File: src/design/sam_pkg.sv
package sam_pkg;

	// Station storage and counter sizing.
	localparam int STATIONS   = 2;
	localparam int ST_W       = 1;
	localparam int COUNT_BITS = 16;
	localparam logic [COUNT_BITS-1:0] CNT_MAX = {COUNT_BITS{1'b1}};

	// Configuration port and register widths.
	localparam int CFG_W      = 31;
	localparam int CFG_IDX_W  = 3;
	localparam int PERSIST_W  = 16;
	localparam logic [PERSIST_W-1:0] PERSIST_RESET = 16'd10;

	// Sample magnitude and the width of the scaled limits that are compared against it.
	localparam int MAG_W  = 31;
	localparam int LIM_W  = 40;

	// Division by 100 of a 31-bit register value through a reciprocal multiply.
	localparam int QUOT_W      = 25;
	localparam int PROD_W      = 62;
	localparam logic [CFG_W-1:0] RECIP100 = 31'h51EB851F;
	localparam int RECIP_SHIFT = 37;

	// Register indexes of the configuration port.
	typedef enum logic [CFG_IDX_W-1:0] {
		REG_DRAIN_SET   = 3'd0,
		REG_DRAIN_UPPER = 3'd1,
		REG_GATE_SET    = 3'd2,
		REG_GATE_UPPER  = 3'd3,
		REG_DCUR_UPPER  = 3'd4,
		REG_GCUR_UPPER  = 3'd5,
		REG_TEMP_UPPER  = 3'd6,
		REG_PERSIST     = 3'd7
	} cfg_reg_t;

	// Persistence counters kept for each station.
	typedef enum logic [2:0] {
		CHK_DOVER  = 3'd0,
		CHK_DUNDER = 3'd1,
		CHK_GOVER  = 3'd2,
		CHK_GUNDER = 3'd3,
		CHK_DCUR   = 3'd4,
		CHK_GCUR   = 3'd5,
		CHK_TEMP   = 3'd6
	} chk_t;
	localparam int NUM_CHK = 7;

	// Voltage alarm codes.
	localparam logic [1:0] ALARM_NORMAL = 2'd0;
	localparam logic [1:0] ALARM_OVER   = 2'd1;
	localparam logic [1:0] ALARM_UNDER  = 2'd2;

	// Bit positions of the other alarm flags.
	localparam int FLAG_DCUR = 0;
	localparam int FLAG_GCUR = 1;
	localparam int FLAG_TEMP = 2;

	typedef struct packed {
		logic        station;
		logic        running;
		logic [31:0] drain_volt;
		logic [31:0] gate_volt;
		logic [31:0] drain_curr;
		logic [31:0] gate_curr;
		logic [31:0] temperature;
	} sample_t;

	typedef struct packed {
		logic       station_out;
		logic [1:0] drain_alarm;
		logic [1:0] gate_alarm;
		logic       drain_curr_alarm;
		logic       gate_curr_alarm;
		logic       temp_alarm;
		logic       error_stop;
	} result_t;

	// Next value of a persistence counter: count up to saturation or clear.
	function automatic logic [COUNT_BITS-1:0] persist_next(
		input logic [COUNT_BITS-1:0] cnt,
		input logic                  viol
	);
		logic [COUNT_BITS-1:0] nxt;
		if (!viol) begin
			nxt = '0;
		end else if (cnt == CNT_MAX) begin
			nxt = cnt;
		end else begin
			nxt = cnt + COUNT_BITS'(1);
		end
		return nxt;
	endfunction

endpackage

File: src/design/station_alarm_monitor_core.sv
// Path: a sample is held in the input register, then its result in the result register.
// Throughput: one sample per cycle unless stalled; all limit compares, counter updates and
// alarm latching for the addressed station happen in the single stage after the input register.
// Reset: arst_n clears all counters, latched alarms, run flags and the valid flags at once;
// limit registers reset to zero and the persistence count to ten.
module station_alarm_monitor_core (
	input  logic                            clk,
	input  logic                            arst_n,
	input  logic                            sample_valid,
	output logic                            sample_stall,
	input  sam_pkg::sample_t                sample,
	output logic                            result_valid,
	input  logic                            result_stall,
	output sam_pkg::result_t                result,
	input  logic                            cfg_we,
	input  logic [sam_pkg::CFG_IDX_W-1:0]   cfg_index,
	input  logic [sam_pkg::CFG_W-1:0]       cfg_data
);

	// Configuration registers.
	logic [sam_pkg::CFG_W-1:0]     drain_set_q;
	logic [sam_pkg::CFG_W-1:0]     drain_upper_q;
	logic [sam_pkg::CFG_W-1:0]     gate_upper_q;
	logic [sam_pkg::CFG_W-1:0]     temp_upper_q;
	logic                          gate_on_q;
	logic [sam_pkg::QUOT_W-1:0]    gate_div_q;
	logic [sam_pkg::QUOT_W-1:0]    dcur_div_q;
	logic [sam_pkg::QUOT_W-1:0]    gcur_div_q;
	logic [sam_pkg::PERSIST_W-1:0] persist_q;

	logic [sam_pkg::PROD_W-1:0]    cfg_prod;
	logic [sam_pkg::QUOT_W-1:0]    cfg_quot;

	// Input stage and result register.
	logic                          valid_s1;
	sam_pkg::sample_t              sample_s1;
	logic                          result_valid_q;
	sam_pkg::result_t              result_q;
	logic                          move_s1;

	// Per-station state.
	logic [sam_pkg::COUNT_BITS-1:0] cnt_q [sam_pkg::STATIONS][sam_pkg::NUM_CHK];
	logic [1:0]                     dcode_q [sam_pkg::STATIONS];
	logic [1:0]                     gcode_q [sam_pkg::STATIONS];
	logic [2:0]                     oth_q [sam_pkg::STATIONS];
	logic [sam_pkg::STATIONS-1:0]   run_q;

	// Update of the addressed station.
	logic [sam_pkg::MAG_W-1:0]      mag_dv, mag_gv, mag_dc, mag_gc, mag_tc;
	logic [sam_pkg::NUM_CHK-1:0]    viol;
	logic [sam_pkg::NUM_CHK-1:0]    latch;
	logic [sam_pkg::COUNT_BITS-1:0] cnt_nxt [sam_pkg::NUM_CHK];
	logic [1:0]                     dcode_nxt, gcode_nxt;
	logic [2:0]                     oth_nxt;
	logic                           error_nxt;

	// The quotient by 100 of the write data serves the gate and both current limits.
	assign cfg_prod = sam_pkg::PROD_W'(cfg_data) * sam_pkg::PROD_W'(sam_pkg::RECIP100);
	assign cfg_quot = sam_pkg::QUOT_W'(cfg_prod >> sam_pkg::RECIP_SHIFT);

	// Configuration writes.
	always_ff @(posedge clk or negedge arst_n) begin
		if (!arst_n) begin
			drain_set_q   <= '0;
			drain_upper_q <= '0;
			gate_upper_q  <= '0;
			temp_upper_q  <= '0;
			gate_on_q     <= 1'b0;
			gate_div_q    <= '0;
			dcur_div_q    <= '0;
			gcur_div_q    <= '0;
			persist_q     <= sam_pkg::PERSIST_RESET;
		end else if (cfg_we) begin
			unique case (sam_pkg::cfg_reg_t'(cfg_index))
				sam_pkg::REG_DRAIN_SET: begin
					drain_set_q <= cfg_data;
				end
				sam_pkg::REG_DRAIN_UPPER: begin
					drain_upper_q <= cfg_data;
				end
				sam_pkg::REG_GATE_SET: begin
					gate_on_q  <= (cfg_data != '0);
					gate_div_q <= cfg_quot;
				end
				sam_pkg::REG_GATE_UPPER: begin
					gate_upper_q <= cfg_data;
				end
				sam_pkg::REG_DCUR_UPPER: begin
					dcur_div_q <= cfg_quot;
				end
				sam_pkg::REG_GCUR_UPPER: begin
					gcur_div_q <= cfg_quot;
				end
				sam_pkg::REG_TEMP_UPPER: begin
					temp_upper_q <= cfg_data;
				end
				sam_pkg::REG_PERSIST: begin
					persist_q <= cfg_data[sam_pkg::PERSIST_W-1:0];
				end
			endcase
		end
	end

	// Handshake: the input stage advances whenever the result register is free.
	assign move_s1      = valid_s1 && (!result_valid_q || !result_stall);
	assign sample_stall = valid_s1 && !move_s1;
	assign result_valid = result_valid_q;
	assign result       = result_q;

	always_ff @(posedge clk or negedge arst_n) begin
		if (!arst_n) begin
			valid_s1       <= 1'b0;
			result_valid_q <= 1'b0;
		end else begin
			if (sample_valid && !sample_stall) begin
				valid_s1 <= 1'b1;
			end else if (move_s1) begin
				valid_s1 <= 1'b0;
			end
			if (move_s1) begin
				result_valid_q <= 1'b1;
			end else if (!result_stall) begin
				result_valid_q <= 1'b0;
			end
		end
	end

	// Input register payload.
	always_ff @(posedge clk) begin
		if (sample_valid && !sample_stall) begin
			sample_s1 <= sample;
		end
	end

	// Magnitudes with the sign bit dropped.
	assign mag_dv = sample_s1.drain_volt[sam_pkg::MAG_W-1:0];
	assign mag_gv = sample_s1.gate_volt[sam_pkg::MAG_W-1:0];
	assign mag_dc = sample_s1.drain_curr[sam_pkg::MAG_W-1:0];
	assign mag_gc = sample_s1.gate_curr[sam_pkg::MAG_W-1:0];
	assign mag_tc = sample_s1.temperature[sam_pkg::MAG_W-1:0];

	// Limit checks. Each test on a sample divided by ten is rewritten as an exact
	// test on the raw magnitude against a scaled limit; temperature is compared directly.
	always_comb begin
		viol = '0;
		viol[sam_pkg::CHK_DOVER] = sam_pkg::LIM_W'(mag_dv) >=
			sam_pkg::LIM_W'(drain_upper_q) * sam_pkg::LIM_W'(100) + sam_pkg::LIM_W'(10);
		if (sam_pkg::LIM_W'(mag_dv) < sam_pkg::LIM_W'(200000)) begin
			viol[sam_pkg::CHK_DUNDER] = sam_pkg::LIM_W'(mag_dv) <
				sam_pkg::LIM_W'(drain_set_q) * sam_pkg::LIM_W'(80);
		end else begin
			viol[sam_pkg::CHK_DUNDER] = sam_pkg::LIM_W'(mag_dv) + sam_pkg::LIM_W'(50000) <
				sam_pkg::LIM_W'(drain_set_q) * sam_pkg::LIM_W'(100);
		end
		viol[sam_pkg::CHK_GOVER] = sam_pkg::LIM_W'(mag_gv) >=
			sam_pkg::LIM_W'(gate_upper_q) * sam_pkg::LIM_W'(100) + sam_pkg::LIM_W'(10);
		viol[sam_pkg::CHK_GUNDER] = sam_pkg::LIM_W'(mag_gv) <
			sam_pkg::LIM_W'(gate_div_q) * sam_pkg::LIM_W'(8000);
		viol[sam_pkg::CHK_DCUR] = sam_pkg::LIM_W'(mag_dc) >=
			sam_pkg::LIM_W'(dcur_div_q) * sam_pkg::LIM_W'(10) + sam_pkg::LIM_W'(10);
		viol[sam_pkg::CHK_GCUR] = sam_pkg::LIM_W'(mag_gc) >=
			sam_pkg::LIM_W'(gcur_div_q) * sam_pkg::LIM_W'(10) + sam_pkg::LIM_W'(10);
		viol[sam_pkg::CHK_TEMP] = mag_tc > temp_upper_q;
	end

	// Counter update, alarm latching and error stop for the addressed station.
	always_comb begin
		for (int c = 0; c < sam_pkg::NUM_CHK; c++) begin
			cnt_nxt[c] = sam_pkg::persist_next(cnt_q[sample_s1.station][c], viol[c]);
			latch[c]   = viol[c] && (32'(cnt_nxt[c]) >= 32'(persist_q));
		end

		// A zero setpoint leaves that voltage's counters and code untouched.
		if (drain_set_q == '0) begin
			cnt_nxt[sam_pkg::CHK_DOVER]  = cnt_q[sample_s1.station][sam_pkg::CHK_DOVER];
			cnt_nxt[sam_pkg::CHK_DUNDER] = cnt_q[sample_s1.station][sam_pkg::CHK_DUNDER];
			latch[sam_pkg::CHK_DOVER]    = 1'b0;
			latch[sam_pkg::CHK_DUNDER]   = 1'b0;
		end
		if (!gate_on_q) begin
			cnt_nxt[sam_pkg::CHK_GOVER]  = cnt_q[sample_s1.station][sam_pkg::CHK_GOVER];
			cnt_nxt[sam_pkg::CHK_GUNDER] = cnt_q[sample_s1.station][sam_pkg::CHK_GUNDER];
			latch[sam_pkg::CHK_GOVER]    = 1'b0;
			latch[sam_pkg::CHK_GUNDER]   = 1'b0;
		end

		// Over is applied before under, so under wins when both latch.
		dcode_nxt = dcode_q[sample_s1.station];
		if (latch[sam_pkg::CHK_DOVER]) begin
			dcode_nxt = sam_pkg::ALARM_OVER;
		end
		if (latch[sam_pkg::CHK_DUNDER]) begin
			dcode_nxt = sam_pkg::ALARM_UNDER;
		end
		gcode_nxt = gcode_q[sample_s1.station];
		if (latch[sam_pkg::CHK_GOVER]) begin
			gcode_nxt = sam_pkg::ALARM_OVER;
		end
		if (latch[sam_pkg::CHK_GUNDER]) begin
			gcode_nxt = sam_pkg::ALARM_UNDER;
		end

		oth_nxt = oth_q[sample_s1.station];
		oth_nxt[sam_pkg::FLAG_DCUR] = oth_nxt[sam_pkg::FLAG_DCUR] | latch[sam_pkg::CHK_DCUR];
		oth_nxt[sam_pkg::FLAG_GCUR] = oth_nxt[sam_pkg::FLAG_GCUR] | latch[sam_pkg::CHK_GCUR];
		oth_nxt[sam_pkg::FLAG_TEMP] = oth_nxt[sam_pkg::FLAG_TEMP] | latch[sam_pkg::CHK_TEMP];

		// Error stop looks at every station's state as it stands after this sample.
		error_nxt = 1'b0;
		for (int s = 0; s < sam_pkg::STATIONS; s++) begin
			if (sam_pkg::ST_W'(s) == sample_s1.station) begin
				error_nxt = error_nxt | (sample_s1.running &&
					(dcode_nxt != '0 || gcode_nxt != '0 || oth_nxt != '0));
			end else begin
				error_nxt = error_nxt | (run_q[s] &&
					(dcode_q[s] != '0 || gcode_q[s] != '0 || oth_q[s] != '0));
			end
		end
	end

	// Station state registers.
	always_ff @(posedge clk or negedge arst_n) begin
		if (!arst_n) begin
			for (int s = 0; s < sam_pkg::STATIONS; s++) begin
				for (int c = 0; c < sam_pkg::NUM_CHK; c++) begin
					cnt_q[s][c] <= '0;
				end
				dcode_q[s] <= sam_pkg::ALARM_NORMAL;
				gcode_q[s] <= sam_pkg::ALARM_NORMAL;
				oth_q[s]   <= '0;
			end
			run_q <= '0;
		end else if (move_s1) begin
			for (int c = 0; c < sam_pkg::NUM_CHK; c++) begin
				cnt_q[sample_s1.station][c] <= cnt_nxt[c];
			end
			dcode_q[sample_s1.station] <= dcode_nxt;
			gcode_q[sample_s1.station] <= gcode_nxt;
			oth_q[sample_s1.station]   <= oth_nxt;
			run_q[sample_s1.station]   <= sample_s1.running;
		end
	end

	// Result register payload.
	always_ff @(posedge clk) begin
		if (move_s1) begin
			result_q.station_out      <= sample_s1.station;
			result_q.drain_alarm      <= dcode_nxt;
			result_q.gate_alarm       <= gcode_nxt;
			result_q.drain_curr_alarm <= oth_nxt[sam_pkg::FLAG_DCUR];
			result_q.gate_curr_alarm  <= oth_nxt[sam_pkg::FLAG_GCUR];
			result_q.temp_alarm       <= oth_nxt[sam_pkg::FLAG_TEMP];
			result_q.error_stop       <= error_nxt;
		end
	end

	// Latched alarms only clear at reset.
	for (genvar g = 0; g < sam_pkg::STATIONS; g++) begin : g_sticky
		a_oth_sticky: assert property (@(posedge clk) disable iff (!arst_n)
			((oth_q[g] & $past(oth_q[g])) == $past(oth_q[g])))
			else $error("other alarm flag cleared without reset");
		a_dcode_sticky: assert property (@(posedge clk) disable iff (!arst_n)
			($past(dcode_q[g]) != sam_pkg::ALARM_NORMAL) |-> (dcode_q[g] != sam_pkg::ALARM_NORMAL))
			else $error("drain alarm code returned to normal without reset");
	end

	a_stall_cause: assert property (@(posedge clk) disable iff (!arst_n)
		sample_stall |-> (valid_s1 && result_valid_q && result_stall))
		else $error("input stalled while the result side is free");

	a_error_run: assert property (@(posedge clk) disable iff (!arst_n)
		(result_valid && result.error_stop) |-> (run_q != '0))
		else $error("error stop shown with no station running");

endmodule
File: config.mk
export PLATFORM = sky130hd
export DESIGN_NAME = station_alarm_monitor_core
export DESIGN_NICKNAME = d
export VERILOG_FILES = /design/src/design/sam_pkg.sv /design/src/design/station_alarm_monitor_core.sv
export SDC_FILE = /design/constraint.sdc
export NUM_CORES = 2
export LEC_CHECK = 0
export ABC_CLOCK_PERIOD_IN_PS = 9900
export BUFFER_PORTS_ARGS = -buffer_cell sky130_fd_sc_hd__buf_4
export CORE_MARGIN = 10
export CORE_UTILIZATION = 26
export DETAILED_ROUTE_END_ITERATION = 6
export SLEW_MARGIN = 0
export SYNTH_ARGS = -nofsm -noshare
export SYNTH_HDL_FRONTEND = slang
export SYNTH_SLANG_ARGS = --single-unit
File: constraint.sdc
create_clock -name clk -period 9.9 [get_ports clk]
set_input_delay 1.98 -clock clk [delete_from_list [all_inputs] [get_ports clk]]
set_output_delay 1.98 -clock clk [all_outputs]
set_load 0.02 [all_outputs]
======== Word-level counts from Yosys, hierarchy flattened ========
Index checks and enable logic that the tools add are counted.
word-level totals
  flip-flop bits (word level) ............. 624
  input port bits ......................... 201
cells by class
  eq/ne operators ......................... 15
  multiply operators ...................... 8
  magnitude comparators ................... 20
  multiplexer cells ....................... 72
  bitwise gates (word level) .............. 6
  add/subtract/negate cells ............... 12
  reduce and logical (&&, ||, !) cells .... 47
operator list
  kind                                                                   number
  224-bit bitwise mux                                                    7
  112-bit demux with 1-bit select                                        7
  112-bit two-way mux                                                    4
  16-bit two-way mux                                                     15
  16-bit by 1-bit adder with 16-bit output, second input constant        7
  16-bit equality test, second input constant                            7
  16-bit >= comparator                                                   7
  31-bit by 5-bit multiplier with 36-bit output, second input constant   3
  32-bit two-way mux                                                     3
  96-bit two-way mux                                                     1
  80-bit two-way mux                                                     1
  38-bit by 4-bit adder with 39-bit output, second input constant        2
  31-bit by 39-bit >= comparator with 1-bit output                       2
  31-bit by 38-bit less-than comparator with 1-bit output                2
  64-bit two-way mux                                                     1
  31-bit by 30-bit >= comparator with 1-bit output                       2
  31-bit by 31-bit multiplier with 62-bit output, second input constant  1
  29-bit by 4-bit adder with 30-bit output, second input constant        2
  25-bit by 3-bit multiplier with 28-bit output, second input constant   2
  48-bit two-way mux                                                     1
  32-bit by 38-bit less-than comparator with 1-bit output                1
  31-bit by 3-bit multiplier with 34-bit output, second input constant   1
  31-bit by 16-bit adder with 32-bit output, second input constant       1
  25-bit by 7-bit multiplier with 32-bit output, second input constant   1
  30 further kinds                                                       99

======== Logic depth before layout (Yosys ltp) ========
  depth after elaboration ................. 19
  depth in mapped cells ................... 47
  depth with buffers taken out ............ 44

======== Worst setup path after synthesis ========
Ideal clock, no wire load.
  kind .................................... input -> register
  start ................................... input port cfg_data[8] (netlist bit)
  end ..................................... register dcur_div_q[24] (netlist bit)
  data required time ...................... 9.770 ns
  stages on the path ...................... 26
  library setup time ...................... 0.130 ns
  slack ................................... 1.187 ns
  data arrival time ....................... 8.583 ns
  path through ............................ ha_1 -> fa_1 -> inv_1 -> fa_1 -> fa_1 -> inv_1 -> fa_1 -> inv_1 -> fa_1 -> inv_1 -> fa_1 -> fa_1 -> ha_1 -> nand4_1 -> nor2_1 -> and4_1 -> nand2_1 -> a31oi_1 -> o21ai_0 -> a211o_1 -> a2111oi_0 -> o2111ai_1 -> nand4b_1 -> o31ai_1 -> xnor2_1 -> o21ai_0
between the ends
  longest elaborated chain between the ends .. 1
RTL lines
  item                                            RTL line                          source
  start: declaration                              station_alarm_monitor_core.sv:17  input logic [sam_pkg::CFG_W-1:0] cfg_data
  31-bit by 31-bit multiplier with 62-bit output  station_alarm_monitor_core.sv:58  assign cfg_prod = sam_pkg::PROD_W'(cfg_data) * sam_pkg::PROD_W'(sam_pkg::RECIP100);
  end signal: assignment                          station_alarm_monitor_core.sv:89  dcur_div_q <= cfg_quot;
  end: declaration                                station_alarm_monitor_core.sv:27  logic [sam_pkg::QUOT_W-1:0] dcur_div_q;
Every way passes these cells.
A chain may end at the register's enable or synchronous reset.

======== Worst setup path in the final report ========
  start ................................... register drain_upper_q[5] (netlist bit)
  end ..................................... register result_q, in the netlist result[0] (data pin)
between the ends
  longest elaborated chain between the ends .. 16
RTL lines
  item                                                RTL line                                                              source
  start: declaration                                  station_alarm_monitor_core.sv:22                                      logic [sam_pkg::CFG_W-1:0] drain_upper_q;
  start signal: assignment                            station_alarm_monitor_core.sv:79                                      drain_upper_q <= cfg_data;
  31-bit by 5-bit multiplier with 36-bit output *     station_alarm_monitor_core.sv:147                                     sam_pkg::LIM_W'(drain_upper_q) * sam_pkg::LIM_W'(100) + sam_pkg::LIM_W'(10);
  38-bit by 4-bit adder with 39-bit output *          station_alarm_monitor_core.sv:147
  31-bit by 39-bit >= comparator with 1-bit output *  station_alarm_monitor_core.sv:146                                     viol[sam_pkg::CHK_DOVER] = sam_pkg::LIM_W'(mag_dv) >=
  16-bit two-way mux                                  sam_pkg.sv:85                                                         if (!viol) begin
  16-bit >= comparator                                station_alarm_monitor_core.sv:170                                     latch[c] = viol[c] && (32'(cnt_nxt[c]) >= 32'(persist_q));
  1-bit logical AND *                                 station_alarm_monitor_core.sv:170
  2-bit two-way mux *                                 station_alarm_monitor_core.sv:174                                     if (drain_set_q == '0) begin
  2-bit two-way mux *                                 station_alarm_monitor_core.sv:189                                     if (latch[sam_pkg::CHK_DOVER]) begin
  2-bit two-way mux *                                 station_alarm_monitor_core.sv:192                                     if (latch[sam_pkg::CHK_DUNDER]) begin
  2-bit nonzero test *                                station_alarm_monitor_core.sv:213                                     (dcode_nxt != '0 || gcode_nxt != '0 || oth_nxt != '0));
  1-bit logical OR * (2 in series)                    station_alarm_monitor_core.sv:213
  1-bit logical AND *                                 station_alarm_monitor_core.sv:212                                     error_nxt = error_nxt | (sample_s1.running &&
  1-bit two-way mux                                   station_alarm_monitor_core.sv:211                                     if (sam_pkg::ST_W'(s) == sample_s1.station) begin
  1-bit bitwise OR (on tied branches)                 station_alarm_monitor_core.sv:215, station_alarm_monitor_core.sv:212
  1-bit two-way mux *                                 station_alarm_monitor_core.sv:211
  net error_nxt                                       station_alarm_monitor_core.sv:55                                      logic error_nxt;
  end: declaration                                    station_alarm_monitor_core.sv:38                                      sam_pkg::result_t result_q;
Mark *: on every way through the listed nets, which the timed path passes. The rest lies on a longest branch.

==> run summary <==
The number of antenna violations at the first check in global routing came out at 33. The most common cell after layout, fill and taps aside is ha_1. Entering global routing, the biggest net connects 149 pins.

The die height came out at between 500 and 600 µm. The iteration count of the initial detailed-routing pass is 6. In this run the worst path has a maximum fanout of 5. The share of the cycle needed by the critical path after routing is 94.23%. Counting tap cells, the placed design contains a total of ~11000 instances. The share of the synthesized area in the top cell type came out at between 20% and 30%.

In this run the clock root is driven by a clkbuf_16. Global routing finished with a remaining overflow of 0. The fraction of layout cells with a size suffix above 1 is 8.151%. The global placer's final weighted congestion came out at roughly 0.90.

The worst setup path is captured at a flop. For this design, the slowest cell found on the critical path is or4b_2. The CTS buffer count came out at a little under 80. The count of flip-flops with a built-in enable after synthesis is 165. In this run the deepest clock path goes through 3 buffers. The share of synthesized area occupied by flip-flops and latches came out at 22.88%. From synthesis to final layout, the design area changed by 13.09%. Across the run, the number of max-cap violations was 0. The final number of hold-violating endpoints came out at 0. Setup repair after global routing could not meet its margin everywhere. Counting flops with an async set or reset pin after synthesis yields a share of between 70% and 80%. For the worst setup path, the data arrival time is between 9 and 10 ns. The number of port buffers is 205.

The count of state elements after synthesis is about 620. Yosys mapped the design onto 94 distinct sky130hd cell types. The clock skew after layout is 0.06302 ns. The fill cell total of the finished layout came out at about 29000. The final wirelength came out at 201.1 mm. The clock reaches the later pin of the worst-skew pair after ~0.74 ns. The category of the critical setup timing path is reg2reg. The final core utilization is between 20% and 30%.

The count of endpoints failing setup in the final report is 0. The max-slew headroom at the worst pin is 24.68%. The number of cells in the finished layout apart from fillers is ~12000. The launching element type of the critical path is a flop. The instance count of the mapped netlist is between 7000 and 8000. The sink count of the clock tree came out at 623. The via-per-instance ratio came out at ~4.7.

Derived from the worst setup path, the maximum achievable clock frequency is about 0.11 GHz. The biggest area contributor in the post-synthesis netlist is ha_1. The first-pass GRT wire length came out at between 300 and 400 mm.

Among all flip-flop cells after synthesis, the most frequent one is dfrtp_1. The final HPWL from detailed placement came out at 162.1 mm. The first-iteration detailed-routing DRC count is ~3200. The cell family contributing the most delay on the critical path is simple AND/OR/NAND/NOR gates. Yosys attributes the largest share of cell area to ha_1 (22%), dfrtp_1 (16%), fa_1 (15%). The floorplan step defined a core boundary enclosing 274100 µm². TritonCTS built the clock tree.

The number of nets with antenna violations after detailed routing is 0. The cell row count is about 190. The floorplan die width is roughly 550 µm. The required time at the endpoint of the critical path came out at between 10 and 15 ns. The register clock-pin slew on the reported worst setup and hold paths came out at around 0.06 ns. The hold slack is between 0.4 and 0.5 ns. ~210 I/O pins were placed. The number of warnings printed during yosys synthesis came out at 0. After clock tree synthesis, the flow added hold-fix buffers numbering 0.

The die covers a little under 300000 µm². The number of global-route vias before repair is approximately 54000. In the routed design, unresolved DRC markers number 0. At the pin with the least slew margin, the transition time is 1.126 ns. The overall routing resource usage came out at a little over an eighth. The flow ran to the end, and the final reports show no timing, DRC or antenna violations. The worst hold path belongs to the class reg2reg. The net count reported at finish came out at ~9900. The critical path buffer and inverter count is 2. For this configuration, the core starts out at a cell density of between 20% and 30%. The delay contributed by the slowest stage of the critical path is roughly 0.67 ns. The mean post-synth cell area is 9.405 µm². The shortest period the worst path allows came out at just over 9 ns. Detailed routing inserted a total of roughly 54000 vias.

The summed negative setup slack over all endpoints is 0 ns. The number of pins exceeding their max-slew limit in the final report came to 0. Dividing the detail-routed wire length by the instance count gives around 17 µm. Leaving out fill and tap cells, the most frequent cells in the layout are ha_1 (1277), inv_1 (1020), nand2_1 (700), fa_1 (546), o21ai_0 (510). The H-tree was split into 3 levels.

The register-to-register path setup slack is 0.57 ns. The mapped cell area is about 70000 µm².
-- layer usage --
layer / part of all wire, % / global-route usage (%)
met2: 46 / 21.45
met1: 47 / 18.18
met4: 2.0 / 2.492
met5: 0.046 / 0
met3: 5.7 / 2.630
-- sequential cells by signal, indices dropped and copies added, names as in the netlist --
register,flops
cnt_q,224
dcode_q,4
dcur_div_q,25
drain_set_q,31
drain_upper_q,31
gate_div_q,25
gate_on_q,1
gate_upper_q,31
gcode_q,4
gcur_div_q,25
mag_dc,31
mag_dv,31
mag_gc,31
mag_gv,30
mag_tc,31
oth_q,6
persist_q,16
result,9
result_valid,1
run_q,2
sample_s1,2
temp_upper_q,31
valid_s1,1
-- path summary, 6_finish.rpt --
check / from / endpoint / cells after the start
setup / recovery: drain_upper_q[5]$_DFFE_PN0P_ / result[0]$_DFFE_PP_ / 40
hold / removal: cnt_q[125]$_DFFE_PN0P_ / cnt_q[125]$_DFFE_PN0P_ / 2
setup reg to reg: drain_upper_q[5]$_DFFE_PN0P_ / result[0]$_DFFE_PP_ / 40
hold reg to reg: cnt_q[125]$_DFFE_PN0P_ / cnt_q[125]$_DFFE_PN0P_ / 2
max in group asynchronous: arst_n / gate_div_q[2]$_DFFE_PN0P_ / 3
min in group asynchronous: arst_n / cnt_q[25]$_DFFE_PN0P_ / 1
-- worst min-delay path, stage by stage (launching register included) --
cell and delay, ns:
dfrtp_1 0.33, nand2_1 0.04, o21ai_0 0.06
-- area by class of cell --
class | instances | area, µm² | area share (%)
Clock inverter | 40 | 473.0 | 0.5828
Timing Repair Buffer | 333 | 2599 | 3.202
Clock buffer | 103 | 2116 | 2.607
Multi-Input combinational cell | 5817 | 51090 | 62.95
Tap cell | 3686 | 4612 | 5.683
Antenna cell | 3 | 7.507 | 0.009251
Sequential cell | 623 | 16420 | 20.23
Inverter | 1022 | 3836 | 4.727
-- synth_stat cells, types with 94 or more instances --
cell type and instances:
a21o_1 197, a21oi_1 371, clkbuf_1 139, dfrtp_1 456
edfxtp_1 165, fa_1 546, ha_1 1277, inv_1 1020
nand2_1 702, nand3_1 108, nor2_1 362, nor2b_1 94
nor3_1 114, o21ai_0 517, xnor2_1 213, xor2_1 153
-- timing repair --
action,4_1_cts,5_1_grt
setup buffers,0,3
gates resized for setup,0,45
endpoints found under the setup margin,0,13
-- metrics by stage --
step,instance area [µm²],setup WS [ns]
floorplan,71770,1.187
global placement,78350,0.06324
detailed placement,78350,0.08483
CTS,80940,0.2547
global route,81150,-0.003435
finish,81150,0.5709
-- logic make-up (layout without fill, tap and decap cells) --
kind of cell	count (synthesis)	after routing	synth area share, %
AOI/OAI and AO/OA	1595	1595	13.90
and+or+nand+nor	1856	1856	12.36
xor gates and xnor gates	366	366	4.467
other	1	5	0.005226
DFF	623	623	22.88
adders and majority gates	1823	1823	37.50
muxes	175	175	2.615
buffers and inverters	1191	1498	6.278
Power is not shown: default switching activity piles up to over one toggle a cycle in this logic, so the estimate is an artifact.
